--- src/sv/rnlp_pkg.sv ---
// ----------------------------------------------------------------------------
// rnlp_pkg
// Shared constants, codes and types of the radix number literal parser.
// ----------------------------------------------------------------------------
package rnlp_pkg;

  localparam int MANTISSA_WIDTH = 64;

  localparam int CHAR_W  = 8;
  localparam int KIND_W  = 2;
  localparam int ERR_W   = 3;
  localparam int VALUE_W = 64;
  localparam int RADIX_W = 6;
  localparam int UNRD_W  = 2;
  localparam int FCNT_W  = 32;
  localparam int PHASE_W = 4;

  // result kinds
  localparam logic [KIND_W-1:0] KIND_INT  = 2'd0;
  localparam logic [KIND_W-1:0] KIND_REAL = 2'd1;
  localparam logic [KIND_W-1:0] KIND_ERR  = 2'd2;

  // error codes
  localparam logic [ERR_W-1:0] ERR_NONE       = 3'd0;
  localparam logic [ERR_W-1:0] ERR_EXP_DIGIT  = 3'd1;
  localparam logic [ERR_W-1:0] ERR_BAD_RADIX  = 3'd2;
  localparam logic [ERR_W-1:0] ERR_BAD_LETTER = 3'd3;
  localparam logic [ERR_W-1:0] ERR_EXP_EXPO   = 3'd4;

  // parser phases
  localparam logic [PHASE_W-1:0] PH_START  = 4'd0;
  localparam logic [PHASE_W-1:0] PH_INT10  = 4'd1;
  localparam logic [PHASE_W-1:0] PH_MARK   = 4'd2;
  localparam logic [PHASE_W-1:0] PH_INTR   = 4'd3;
  localparam logic [PHASE_W-1:0] PH_DOT    = 4'd4;
  localparam logic [PHASE_W-1:0] PH_FRAC   = 4'd5;
  localparam logic [PHASE_W-1:0] PH_ESIGN  = 4'd6;
  localparam logic [PHASE_W-1:0] PH_EFIRST = 4'd7;
  localparam logic [PHASE_W-1:0] PH_EXP    = 4'd8;

  localparam logic [RADIX_W-1:0] RADIX_BIN = 6'd2;
  localparam logic [RADIX_W-1:0] RADIX_OCT = 6'd8;
  localparam logic [RADIX_W-1:0] RADIX_DEC = 6'd10;
  localparam logic [RADIX_W-1:0] RADIX_HEX = 6'd16;
  localparam logic [RADIX_W-1:0] RADIX_MAX = 6'd36;

  // ASCII codes (letters in lower case)
  localparam logic [CHAR_W-1:0] CH_0     = 8'h30;
  localparam logic [CHAR_W-1:0] CH_9     = 8'h39;
  localparam logic [CHAR_W-1:0] CH_A     = 8'h61;
  localparam logic [CHAR_W-1:0] CH_Z     = 8'h7a;
  localparam logic [CHAR_W-1:0] CH_X     = 8'h78;
  localparam logic [CHAR_W-1:0] CH_H     = 8'h68;
  localparam logic [CHAR_W-1:0] CH_B     = 8'h62;
  localparam logic [CHAR_W-1:0] CH_O     = 8'h6f;
  localparam logic [CHAR_W-1:0] CH_R     = 8'h72;
  localparam logic [CHAR_W-1:0] CH_E     = 8'h65;
  localparam logic [CHAR_W-1:0] CH_DOT   = 8'h2e;
  localparam logic [CHAR_W-1:0] CH_US    = 8'h5f;
  localparam logic [CHAR_W-1:0] CH_PLUS  = 8'h2b;
  localparam logic [CHAR_W-1:0] CH_MINUS = 8'h2d;
  localparam logic [CHAR_W-1:0] CH_CASE  = 8'h20;
  // 'a' - 10
  localparam logic [CHAR_W-1:0] CH_LETTER_OFS = 8'h57;

  typedef struct packed {
    logic [PHASE_W-1:0]        phase;
    logic [MANTISSA_WIDTH-1:0] acc;
    logic [VALUE_W-1:0]        eacc;
    logic [RADIX_W-1:0]        radix;
    logic [FCNT_W-1:0]         fcnt;
    logic                      eneg;
    logic                      saw;
  } rnlp_state_t;

  typedef struct packed {
    logic [KIND_W-1:0]         kind;
    logic [ERR_W-1:0]          error_code;
    logic [VALUE_W-1:0]        mantissa;
    logic [RADIX_W-1:0]        base;
    logic signed [VALUE_W-1:0] scale_exponent;
    logic [UNRD_W-1:0]         unread_count;
  } rnlp_result_t;

  typedef struct packed {
    logic [CHAR_W-1:0] char_code;
    logic              end_of_text;
  } rnlp_item_t;

  localparam rnlp_state_t STATE_RESET = '{
    phase: PH_START,
    acc:   '0,
    eacc:  '0,
    radix: RADIX_DEC,
    fcnt:  '0,
    eneg:  1'b0,
    saw:   1'b0
  };

endpackage

--- src/sv/rnlp_in_if.sv ---
// ----------------------------------------------------------------------------
// rnlp_in_if
// Input channel: one source byte or an end-of-text mark per request.
// ----------------------------------------------------------------------------
interface rnlp_in_if;
  import rnlp_pkg::*;

  logic              valid;
  logic              ready;
  logic [CHAR_W-1:0] char_code;
  logic              end_of_text;

  modport source (output valid, output char_code, output end_of_text, input ready);
  modport sink   (input valid, input char_code, input end_of_text, output ready);
endinterface

--- src/sv/rnlp_out_if.sv ---
// ----------------------------------------------------------------------------
// rnlp_out_if
// Output channel: one parsed literal or error per request.
// ----------------------------------------------------------------------------
interface rnlp_out_if;
  import rnlp_pkg::*;

  logic                      valid;
  logic                      ready;
  logic [KIND_W-1:0]         kind;
  logic [ERR_W-1:0]          error_code;
  logic [VALUE_W-1:0]        mantissa;
  logic [RADIX_W-1:0]        base;
  logic signed [VALUE_W-1:0] scale_exponent;
  logic [UNRD_W-1:0]         unread_count;

  modport source (output valid, output kind, output error_code, output mantissa,
                  output base, output scale_exponent, output unread_count,
                  input ready);
  modport sink   (input valid, input kind, input error_code, input mantissa,
                  input base, input scale_exponent, input unread_count,
                  output ready);
endinterface

--- src/sv/radix_number_literal_parser_unit.sv ---
// ----------------------------------------------------------------------------
// radix_number_literal_parser_unit
// Numeric literal lexer with radix prefixes, fraction and exponent.
// ----------------------------------------------------------------------------
// Takes one source byte per cycle as long as the result side keeps up. An
// accepted byte first lands in an input register. Once the result register is
// free or drains, one lexer step updates the parser state: a 64x6-bit
// multiply-add on the digit or exponent accumulator. If the byte ends a
// literal, the same edge loads the result register, from which the result is
// offered. While a result waits in the result register the input
// stalls, even for bytes that would produce no result. unread_count tells the
// caller how many of the latest bytes to feed again. The parser restarts
// after every result. Real literals are delivered as mantissa, base and scale
// exponent; the floating conversion is left to the consumer.
module radix_number_literal_parser_unit (
  input  logic              clk_i,
  input  logic              rst_ni,
  rnlp_in_if.sink           in_i,
  rnlp_out_if.source        out_o
);
  import rnlp_pkg::*;

  logic         in_vld_q, in_vld_d;
  rnlp_item_t   in_q;
  logic         in_rdy;
  logic         out_vld_q, out_vld_d;
  rnlp_result_t out_q;
  rnlp_state_t  st_q, st_d;
  logic         step_fire;
  logic         step_emit;
  rnlp_result_t step_res;

  // a byte steps when the result register is free or drains this cycle
  assign step_fire = in_vld_q && (!out_vld_q || out_o.ready);
  assign in_rdy    = !in_vld_q || step_fire;
  assign in_i.ready = in_rdy;

  rnlp_step u_step (
    .st_i   (st_q),
    .item_i (in_q),
    .st_o   (st_d),
    .emit_o (step_emit),
    .res_o  (step_res)
  );

  always_comb begin
    in_vld_d = in_vld_q;
    if (in_i.valid && in_rdy) begin
      in_vld_d = 1'b1;
    end else if (step_fire) begin
      in_vld_d = 1'b0;
    end
    out_vld_d = out_vld_q;
    if (step_fire && step_emit) begin
      out_vld_d = 1'b1;
    end else if (out_o.ready) begin
      out_vld_d = 1'b0;
    end
  end

  always_ff @(posedge clk_i or negedge rst_ni) begin
    if (!rst_ni) begin
      in_vld_q  <= 1'b0;
      out_vld_q <= 1'b0;
      st_q      <= STATE_RESET;
    end else begin
      in_vld_q  <= in_vld_d;
      out_vld_q <= out_vld_d;
      if (step_fire) begin
        st_q <= st_d;
      end
    end
  end

  always_ff @(posedge clk_i) begin
    if (in_i.valid && in_rdy) begin
      in_q.char_code   <= in_i.char_code;
      in_q.end_of_text <= in_i.end_of_text;
    end
    if (step_fire && step_emit) begin
      out_q <= step_res;
    end
  end

  assign out_o.valid          = out_vld_q;
  assign out_o.kind           = out_q.kind;
  assign out_o.error_code     = out_q.error_code;
  assign out_o.mantissa       = out_q.mantissa;
  assign out_o.base           = out_q.base;
  assign out_o.scale_exponent = out_q.scale_exponent;
  assign out_o.unread_count   = out_q.unread_count;

`ifndef ASSERT_OFF
  a_err_fields: assert property (@(posedge clk_i) disable iff (!rst_ni)
    out_vld_q && (out_q.kind == KIND_ERR) |->
      (out_q.mantissa == '0) && (out_q.base == RADIX_DEC) &&
      (out_q.scale_exponent == '0) && (out_q.error_code != ERR_NONE))
    else $error("error result carries number fields");

  a_int_scale: assert property (@(posedge clk_i) disable iff (!rst_ni)
    out_vld_q && (out_q.kind == KIND_INT) |->
      (out_q.scale_exponent == '0) && (out_q.error_code == ERR_NONE))
    else $error("integer result with scale or error code");

  a_restart: assert property (@(posedge clk_i) disable iff (!rst_ni)
    step_fire && step_emit |=>
      (st_q.phase == PH_START) && (st_q.acc == '0) && (st_q.radix == RADIX_DEC))
    else $error("parser did not restart after a result");

  a_radix_range: assert property (@(posedge clk_i) disable iff (!rst_ni)
    (st_q.radix >= RADIX_BIN) && (st_q.radix <= RADIX_MAX))
    else $error("radix out of range");

  a_state_hold: assert property (@(posedge clk_i) disable iff (!rst_ni)
    !step_fire |=> $stable(st_q))
    else $error("parser state moved without a byte");
`endif

endmodule

--- src/sv/rnlp_step.sv ---
// ----------------------------------------------------------------------------
// rnlp_step
// Per-byte lexer step: next parser state and an optional result.
// ----------------------------------------------------------------------------
module rnlp_step (
  input  rnlp_pkg::rnlp_state_t  st_i,
  input  rnlp_pkg::rnlp_item_t   item_i,
  output rnlp_pkg::rnlp_state_t  st_o,
  output logic                   emit_o,
  output rnlp_pkg::rnlp_result_t res_o
);
  import rnlp_pkg::*;

  logic [CHAR_W-1:0]         c;
  logic [CHAR_W-1:0]         lc;
  logic                      is_dig, is_let, alnum, in_rad;
  logic                      is_dot, is_us, is_e, is_plus, is_minus;
  logic [RADIX_W-1:0]        dv;
  logic [UNRD_W-1:0]         un;
  logic [MANTISSA_WIDTH-1:0] acc_eff, acc_mac;
  logic [VALUE_W-1:0]        eacc_mac, scale;
  logic                      after_dig;
  logic                      emit_num, emit_err;
  logic [ERR_W-1:0]          err;
  logic [UNRD_W-1:0]         num_un;
  rnlp_state_t               nx;

  always_comb begin
    c        = item_i.end_of_text ? '0 : item_i.char_code;
    lc       = c | CH_CASE;
    is_dig   = (c >= CH_0) && (c <= CH_9);
    is_let   = (lc >= CH_A) && (lc <= CH_Z);
    alnum    = is_dig || is_let;
    is_dot   = (c == CH_DOT);
    is_us    = (c == CH_US);
    is_e     = (lc == CH_E);
    is_plus  = (c == CH_PLUS);
    is_minus = (c == CH_MINUS);
    if (is_dig) begin
      dv = {2'b00, c[3:0]};
    end else begin
      dv = RADIX_W'(lc - CH_LETTER_OFS);
    end
    in_rad = alnum && (dv < st_i.radix);
    un     = item_i.end_of_text ? UNRD_W'(0) : UNRD_W'(1);

    // a marker restarts the digit run
    acc_eff  = (st_i.phase == PH_MARK) ? '0 : st_i.acc;
    acc_mac  = acc_eff * MANTISSA_WIDTH'(st_i.radix) + MANTISSA_WIDTH'(dv);
    eacc_mac = st_i.eacc * VALUE_W'(st_i.radix) + VALUE_W'(dv);

    nx        = st_i;
    after_dig = 1'b0;
    emit_num  = 1'b0;
    emit_err  = 1'b0;
    err       = ERR_NONE;
    num_un    = un;

    case (st_i.phase)
      PH_INT10: begin
        if (is_us) begin
          nx.phase = PH_INT10;
        end else if (is_dig) begin
          nx.acc = acc_mac;
        end else if (is_let) begin
          if (((lc == CH_X) || (lc == CH_H)) &&
              ((st_i.acc == '0) || (st_i.acc == MANTISSA_WIDTH'(RADIX_HEX)))) begin
            nx.radix = RADIX_HEX;
            nx.phase = PH_MARK;
          end else if ((lc == CH_B) &&
              ((st_i.acc == '0) || (st_i.acc == MANTISSA_WIDTH'(RADIX_BIN)))) begin
            nx.radix = RADIX_BIN;
            nx.phase = PH_MARK;
          end else if ((lc == CH_O) &&
              ((st_i.acc == '0) || (st_i.acc == MANTISSA_WIDTH'(RADIX_OCT)))) begin
            nx.radix = RADIX_OCT;
            nx.phase = PH_MARK;
          end else if (lc == CH_R) begin
            if ((st_i.acc < MANTISSA_WIDTH'(RADIX_BIN)) ||
                (st_i.acc > MANTISSA_WIDTH'(RADIX_MAX))) begin
              emit_err = 1'b1;
              err      = ERR_BAD_RADIX;
            end else begin
              nx.radix = st_i.acc[RADIX_W-1:0];
              nx.phase = PH_MARK;
            end
          end else if (is_e) begin
            nx.saw   = 1'b1;
            nx.phase = PH_ESIGN;
          end else begin
            emit_err = 1'b1;
            err      = ERR_BAD_LETTER;
          end
        end else begin
          after_dig = 1'b1;
        end
      end
      PH_MARK, PH_INTR: begin
        if ((st_i.phase == PH_MARK) && !(alnum || is_dot)) begin
          emit_err = 1'b1;
          err      = ERR_EXP_DIGIT;
        end else begin
          nx.acc   = acc_eff;
          nx.phase = PH_INTR;
          if (is_us) begin
            nx.phase = PH_INTR;
          end else if (in_rad) begin
            nx.acc = acc_mac;
          end else begin
            after_dig = 1'b1;
          end
        end
      end
      PH_DOT: begin
        if (in_rad) begin
          nx.saw   = 1'b1;
          nx.acc   = acc_mac;
          nx.fcnt  = FCNT_W'(1);
          nx.phase = PH_FRAC;
        end else begin
          // dot and the byte after it both go back
          emit_num = 1'b1;
          num_un   = item_i.end_of_text ? UNRD_W'(1) : UNRD_W'(2);
        end
      end
      PH_FRAC: begin
        if (is_us) begin
          nx.phase = PH_FRAC;
        end else if (in_rad) begin
          nx.acc  = acc_mac;
          nx.fcnt = st_i.fcnt + FCNT_W'(1);
        end else if (is_e) begin
          nx.phase = PH_ESIGN;
        end else begin
          emit_num = 1'b1;
        end
      end
      PH_ESIGN, PH_EFIRST, PH_EXP: begin
        if ((st_i.phase == PH_ESIGN) && (is_plus || is_minus)) begin
          nx.eneg  = is_minus;
          nx.phase = PH_EFIRST;
        end else if ((st_i.phase != PH_EXP) && !alnum) begin
          emit_err = 1'b1;
          err      = ERR_EXP_EXPO;
        end else begin
          nx.phase = PH_EXP;
          if (is_us) begin
            nx.phase = PH_EXP;
          end else if (in_rad) begin
            nx.eacc = eacc_mac;
          end else begin
            emit_num = 1'b1;
          end
        end
      end
      default: begin
        nx = STATE_RESET;
        if (is_dig) begin
          nx.acc   = MANTISSA_WIDTH'(dv);
          nx.phase = PH_INT10;
        end else if (is_dot) begin
          nx.phase = PH_DOT;
        end else begin
          emit_err = 1'b1;
          err      = ERR_EXP_DIGIT;
        end
      end
    endcase

    // end of an integer digit run
    if (after_dig) begin
      if (is_dot) begin
        nx.phase = PH_DOT;
      end else if (is_e) begin
        nx.saw   = 1'b1;
        nx.phase = PH_ESIGN;
      end else begin
        emit_num = 1'b1;
      end
    end

    scale = '0;
    if (acc_eff != '0) begin
      scale = (st_i.eneg ? (VALUE_W'(0) - st_i.eacc) : st_i.eacc) -
              {{(VALUE_W-FCNT_W){1'b0}}, st_i.fcnt};
    end

    res_o = '0;
    if (emit_err) begin
      res_o.kind         = KIND_ERR;
      res_o.error_code   = err;
      res_o.base         = RADIX_DEC;
      res_o.unread_count = un;
    end else begin
      res_o.kind           = st_i.saw ? KIND_REAL : KIND_INT;
      res_o.error_code     = ERR_NONE;
      res_o.mantissa       = VALUE_W'(acc_eff);
      res_o.base           = st_i.radix;
      res_o.scale_exponent = st_i.saw ? $signed(scale) : '0;
      res_o.unread_count   = num_un;
    end

    emit_o = emit_err || emit_num;
    st_o   = emit_o ? STATE_RESET : nx;
  end

endmodule

--- src/flat_wrapper.sv ---
// flat-port wrapper written by rule: the top's interface ports become plain ports
module radix_number_literal_parser_unit_flat import rnlp_pkg::*;
  (clk_i, rst_ni, in_i_valid, in_i_char_code, in_i_end_of_text, in_i_ready, out_o_valid, out_o_kind, out_o_error_code, out_o_mantissa, out_o_base, out_o_scale_exponent, out_o_unread_count, out_o_ready);
  rnlp_in_if in_i_i ();
  rnlp_out_if out_o_i ();
  input  logic clk_i;
  input  logic rst_ni;
  input wire logic [$bits(in_i_i.valid)-1:0] in_i_valid;
  input wire logic [$bits(in_i_i.char_code)-1:0] in_i_char_code;
  input wire logic [$bits(in_i_i.end_of_text)-1:0] in_i_end_of_text;
  output wire logic [$bits(in_i_i.ready)-1:0] in_i_ready;
  output wire logic [$bits(out_o_i.valid)-1:0] out_o_valid;
  output wire logic [$bits(out_o_i.kind)-1:0] out_o_kind;
  output wire logic [$bits(out_o_i.error_code)-1:0] out_o_error_code;
  output wire logic [$bits(out_o_i.mantissa)-1:0] out_o_mantissa;
  output wire logic [$bits(out_o_i.base)-1:0] out_o_base;
  output wire logic [$bits(out_o_i.scale_exponent)-1:0] out_o_scale_exponent;
  output wire logic [$bits(out_o_i.unread_count)-1:0] out_o_unread_count;
  input wire logic [$bits(out_o_i.ready)-1:0] out_o_ready;
  assign in_i_i.valid = in_i_valid;
  assign in_i_i.char_code = in_i_char_code;
  assign in_i_i.end_of_text = in_i_end_of_text;
  assign in_i_ready = in_i_i.ready;
  assign out_o_valid = out_o_i.valid;
  assign out_o_kind = out_o_i.kind;
  assign out_o_error_code = out_o_i.error_code;
  assign out_o_mantissa = out_o_i.mantissa;
  assign out_o_base = out_o_i.base;
  assign out_o_scale_exponent = out_o_i.scale_exponent;
  assign out_o_unread_count = out_o_i.unread_count;
  assign out_o_i.ready = out_o_ready;
  radix_number_literal_parser_unit u_core (.clk_i(clk_i), .rst_ni(rst_ni), .in_i(in_i_i), .out_o(out_o_i));
endmodule
--- config.mk ---
export PLATFORM = sky130hd
export DESIGN_NAME = radix_number_literal_parser_unit_flat
export DESIGN_NICKNAME = d
export VERILOG_FILES = /design/src/sv/rnlp_pkg.sv /design/src/sv/rnlp_in_if.sv /design/src/sv/rnlp_out_if.sv /design/src/sv/radix_number_literal_parser_unit.sv /design/src/sv/rnlp_step.sv /design/src/flat_wrapper.sv
export SDC_FILE = /design/constraint.sdc
export NUM_CORES = 2
export LEC_CHECK = 0
export BUFFER_PORTS_ARGS = -buffer_cell sky130_fd_sc_hd__buf_4
export CORE_ASPECT_RATIO = 1.1
export CORE_MARGIN = 4
export CORE_UTILIZATION = 62
export DETAILED_ROUTE_END_ITERATION = 6
export GPL_ROUTABILITY_DRIVEN = 0
export HOLD_SLACK_MARGIN = 0.08
export PLACE_DENSITY_LB_ADDON = 0.05
export SLEW_MARGIN = 10
export SYNTH_ARGS = -nofsm -noshare
export SYNTH_HDL_FRONTEND = slang
export SYNTH_SLANG_ARGS = --single-unit
--- constraint.sdc ---
create_clock -name clk_i -period 19 [get_ports clk_i]
set_input_delay 3.8 -clock clk_i [delete_from_list [all_inputs] [get_ports clk_i]]
set_output_delay 3.8 -clock clk_i [all_outputs]
set_load 0.01 [all_outputs]
# --- Word-level counts from Yosys, hierarchy flattened ---
# Index checks and enable logic that the tools add are counted.
op_classes:
  n_mul: 2
  n_addsub: 6
  n_lt_le_gt_ge: 7
  eq_ne: 41
  bitwise_logic: 2
  muxes: 122
  reduce_logical: 44
op_table:
  columns: ["op", "count"]
  rows:
  - ["64-bit 2-to-1 mux", 12]
  - ["64-bit case mux with 5 select lines", 1]
  - ["172-bit 2-to-1 mux", 1]
  - ["68-bit 2-to-1 mux", 2]
  - ["64-bit by 6-bit adder with 64-bit output", 2]
  - ["64-bit by 6-bit multiplier with 64-bit output", 2]
  - ["64-bit case mux with 2 select lines", 1]
  - ["32-bit 2-to-1 mux", 3]
  - ["32-bit case mux with 3 select lines", 1]
  - ["4-bit 2-to-1 mux", 17]
  - ["64-bit by 2-bit == test with 1-bit output, second input constant", 1]
  - ["64-bit by 4-bit == test with 1-bit output, second input constant", 1]
  - ["64-bit by 5-bit == test with 1-bit output, second input constant", 1]
  - ["64-bit by 6-bit > comparator with 1-bit output, second input constant", 1]
  - ["64-bit zero test", 1]
  - ["64-bit by 2-bit less-than comparator with 1-bit output, second input constant", 1]
  - ["64-bit nonzero test", 1]
  - ["1-bit by 64-bit subtractor with 64-bit output, first input constant", 1]
  - ["64-bit by 32-bit subtractor with 64-bit output", 1]
  - ["6-bit 2-to-1 mux", 10]
  - ["1-bit 2-to-1 mux", 49]
  - ["7-bit by 6-bit == test with 1-bit output, second input constant", 6]
  - ["3-bit by 2-bit inequality test with 1-bit output, second input constant", 13]
  - ["32-bit by 1-bit adder with 32-bit output, second input constant", 1]
  - ["other kinds (39)", 94]
word_totals:
  register_bits: 324
  elab_cells: 241
  in_bits: 13
  out_inout_bits: 143

# --- Logic depth before layout (Yosys ltp) ---
depth:
  depth_word: 17
  depth_mapped: 26

# --- Hierarchy ---
# Synthesis repeated with hierarchy kept, for this count alone.
hier_totals:
  cells_unflattened: 5111
  hier_area_um2: 45407.3
modules_own_cells:
  columns: ["module", "instances", "cells_per_inst", "area_each_um2", "seq_area_each_um2"]
  rows:
  - ["rnlp_step", 1, 4588, 34104.0, 0.0]
  - ["radix_number_literal_parser_unit", 1, 523, 11303.3, 8861.0]

# --- Worst setup path before layout ---
# OpenSTA, ideal clock, no wires.
synth_path:
  path_kind: "input to register"
  startpoint: "in out_o_ready"
  endpoint: "reg u_core.out_q (netlist bit u_core.out_o.base[0]), enable pin"
  required_time_ns: 18.356
  path_stages: 5
  slack_ns: 8.039
  arrival_time_ns: 10.317
  setup_time_ns: 0.644
  path_cell_list: "nand2b_1 nand2_1 clkbuf_1 clkbuf_1 nor2_1"
synth_via:
  elab_chain_len: 3
synth_lines:
  columns: ["element", "line_no", "rtl"]
  rows:
  - ["start, declared", "flat_wrapper.sv:19", "input wire logic [$bits(out_o_i.ready)-1:0] out_o_ready;"]
  - ["1-bit logical OR", "radix_number_literal_parser_unit.sv:34", "assign step_fire = in_vld_q && (!out_vld_q || out_o.ready);"]
  - ["1-bit logical AND", "radix_number_literal_parser_unit.sv:34", null]
  - ["1-bit logical AND", "radix_number_literal_parser_unit.sv:80", "if (step_fire && step_emit) begin"]
  - ["end signal, assigned", "radix_number_literal_parser_unit.sv:81", "out_q <= step_res;"]
  - ["end, declared", "radix_number_literal_parser_unit.sv:27", "rnlp_result_t out_q;"]
# No other way between the ends.
# A chain may end at the register's enable or synchronous reset.

# --- Worst setup path in the final report ---
layout_path:
  startpoint: "reg u_core.st_q[171] (netlist bit)"
  endpoint: "reg u_core.st_q[166] (netlist bit)"
layout_via:
  elab_chain_len: 11
  word_cells_on_any_way: 49
  classes_between: "1 x add/sub; 1 x mul; 16 x eq/ne; 23 x mux; 8 x reduce/logical"
layout_lines:
  columns: ["element", "line_no", "rtl"]
  rows:
  - ["start, declared", "radix_number_literal_parser_unit.sv:28", "rnlp_state_t st_q, st_d;"]
  - ["start signal, assigned", "radix_number_literal_parser_unit.sv:70", "st_q <= st_d;"]
  - ["branches (longest 11 deep; another with 64-bit by 6-bit multiplier with 64-bit output)", null, null]
# Parallel ways; which one is timed is not known. The select of a mux whose other input is x is not followed.

==> metrics.yaml <==
power_and_ir_drop:
  powerDensity_nw_per_um2: 39.56
  peakVddDrop_uv: 64.40
  leakagePower_uw: 0.02270
  total_power_uw: 1756
sta:
  hold_viol_final: 0
  tns_ps: 0
  max_slew_margin_pct: 16.70
  fin_crit_ps: 8346
  skew_ps: 35.32
  rsz0062_at_grt: "no"
  clock.fmax_mhz: 119.8
  drv_slew: 0
  setup_viol: 0
  period_share_pct: 43.93
  worst_pin_slew_ps: 1236
die:
  io-pin-count: 156
  rows: 99
  core_um2: 66270
  die_x_um: 254.3
  start_util_pct: 62.45
  die_h_um: 279.0
  die_area_um2: 70960
yosys:
  synth_top_area_share_pct: 23.27
  yosysTopAreaCell: "fa_1"
  synth_warnings: 0
  synth-edff-count: 150
  async_reset_ff_share_pct: 53.70
  synthFlopType: "dfrtp_1"
  ys_seq_area_share_pct: 21.41
  synthTopCellsByArea: "fa_1 23%, edfxtp_1 11%, dfrtp_1 10%"
  syn_nets: 5443
  synth.avg_cell_area_um2: 8.905
  syn_area_um2: 41390
  synth.distinct_cells: 90
  synth_seq_cells: 324
  synthCells: 4648
critical_path:
  crit_path_end_kind: "register"
  cp.arrival_ps: 8890
  cp-start-kind: "register"
  critPathMaxFanout: 32
  criticalPathCategory: "reg -> reg"
  required_ps: 19540
  reg2reg_depth: 24
cells_and_area:
  finalInstanceArea_um2: 44390
  drive_gt1_share_pct: 7.022
  layout_common_cells: "652 x nand2_1, 481 x fa_1, 395 x inv_1"
  final_common_cell: "nand2_1"
  synthToLayoutAreaGrowth_pct: 7.243
  nets: 5389
global_route:
  grt-ovfl-total: 0
  antenna_found_initial: 1
  grt_max_degree: 86
  grt_use_total_pct: 34.03
  grt_pass1_vias: 35139
  grt_first_pass_wirelength_um: 192500
run_status:
  status: "complete, no violations"
clock_tree:
  clock-root-buffer: "clkbuf_16"
  cts_hold_buf: 0
  clk_path_buf_depth: 3
  cts_setup_buffers: 0
  cts_sinks: 324
  cts_max_level: 2
  cts_resized: 0
  cts_inserted_buffers: 42
  clk_latency_ps: 620
  cts_tree: "built"
  clk_pin_slew_worst_paths_ps: 70
placed_design:
  dpl.hpwl_um: 87050
  portBuffers: 155
  place_area_um2: 42930
worst_hold_path:
  hp-class: "reg -> reg"
  min_path_cells: 2
drt:
  vias: 34748
  post_drt_wl_per_cell_um: 21.58
  dr.pass1.iters: 7
  drc: 0
  drt-total-wl_um: 118400
  drt_iter0_drc: 2872
  vias_per_cell: 6.330
  final_antenna_net_count: 0
job:
  cap_violations: 0
==> synthesized netlist by cell type (all sizes together), types with 33 or more instances <==
library cell and n:
or3 36, xnor2 168, nand3 76, ha 301, nor4 43, and2 276
inv 396, fa 481, nand2 653, nor2 227, dfrtp 172, clkbuf 275
a21o 103, nor2b 33, a21oi 200, nand4 42, o21bai 33, and3 160
o31ai 45, nor3 59, edfxtp 150, o21ai 226, xor2 90, a22o 53
==> power by group <==
part,internal (µW),switching [µW],total [µW]
Combinational,42.6,85.2,128
Sequential,766,11.5,778
Clock,492,358,850
==> through the flow <==
step,setup slack [ps],hold slack (ps),utilization (%),std cells
6_report,10650,510.4,66.98,5489
3_5_place_dp,10830,492.6,64.78,5408
3_3_place_gp,10960,476.5,64.78,5408
4_1_cts,10800,507.3,66.97,5486
5_1_grt,10090,532.9,66.97,5486
2_1_floorplan,8039,462.9,-,4648
==> cell families after synthesis <==
| logic type | count (synthesis) | synth area share [%] |
|---|---|---|
| xor+xnor | 258 | 5.460 |
| mux | 6 | 0.1481 |
| compound gates | 880 | 13.94 |
| simple gates | 1707 | 20.38 |
| buf+inv | 691 | 6.300 |
| fa+ha+maj | 782 | 32.36 |
| flops | 324 | 21.41 |
==> critical path, stage by stage, from the launching register on <==
cell,delay [ps]
dfrtp_1,630
nand2b_1,250
nor3_2,50
buf_4,250
nor2_2,790
buf_4,450
nand2_1,130
fa_1,530
fa_1,560
inv_1,70
fa_1,530
inv_1,50
fa_1,510
inv_1,40
ha_1,330
o21ai_0,130
or4b_2,670
nand3_1,280
o311ai_0,330
o211ai_1,280
a211oi_1,150
o31ai_1,610
a221oi_1,210
nor4bb_1,260
nand3b_1,130
==> layer usage <==
metal	up-vias	part of all wire (%)	global-route usage, %
li1	15620	-	-
met4	0	4.8	14.56
met2	1543	47	54.96
met3	301	8.1	6.456
met1	17284	40	45.29
met5	-	0	0
==> path summary, 6_finish.rpt <==
kind | from | endpoint | slack [ps]
setup / recovery | u_core.st_q[171]$_DFFE_PN0P_ | u_core.st_q[166]$_DFFE_PN0P_ | 10650
hold / removal | u_core.st_q[13]$_DFFE_PN0P_ | u_core.st_q[13]$_DFFE_PN0P_ | 510
setup reg to reg | u_core.st_q[171]$_DFFE_PN0P_ | u_core.st_q[166]$_DFFE_PN0P_ | 10650
hold reg to reg | u_core.st_q[13]$_DFFE_PN0P_ | u_core.st_q[13]$_DFFE_PN0P_ | 510
max in group asynchronous | rst_ni | u_core.st_q[34]$_DFFE_PN0P_ | 14400
min in group asynchronous | rst_ni | u_core.st_q[96]$_DFFE_PN0P_ | 3140
==> flip-flops by register name, summed over array words and instances, names as in the netlist <==
name / flops
u_core.out_o.base: 6
u_core.st_q: 172
u_core.out_o.scale_exponent: 64
u_core.out_o.unread_count: 2
u_core.out_o.kind: 2
u_core.in_q: 9
u_core.out_o.error_code: 3
u_core.in_vld_q: 1
u_core.out_o.valid: 1
u_core.out_o.mantissa: 64
==> area by class of cell <==
type	instances	area [µm²]
multi-input cells	3633	30030
fillers	5604	21880
flip-flops and latches	324	8870
inverters	399	1498
repair buffers	194	1463
clock buffers	48	1105
well taps	858	1074
clock inverters	30	342.8
diodes	3	7.507
Note: power is estimated with default switching activity, not from simulation.
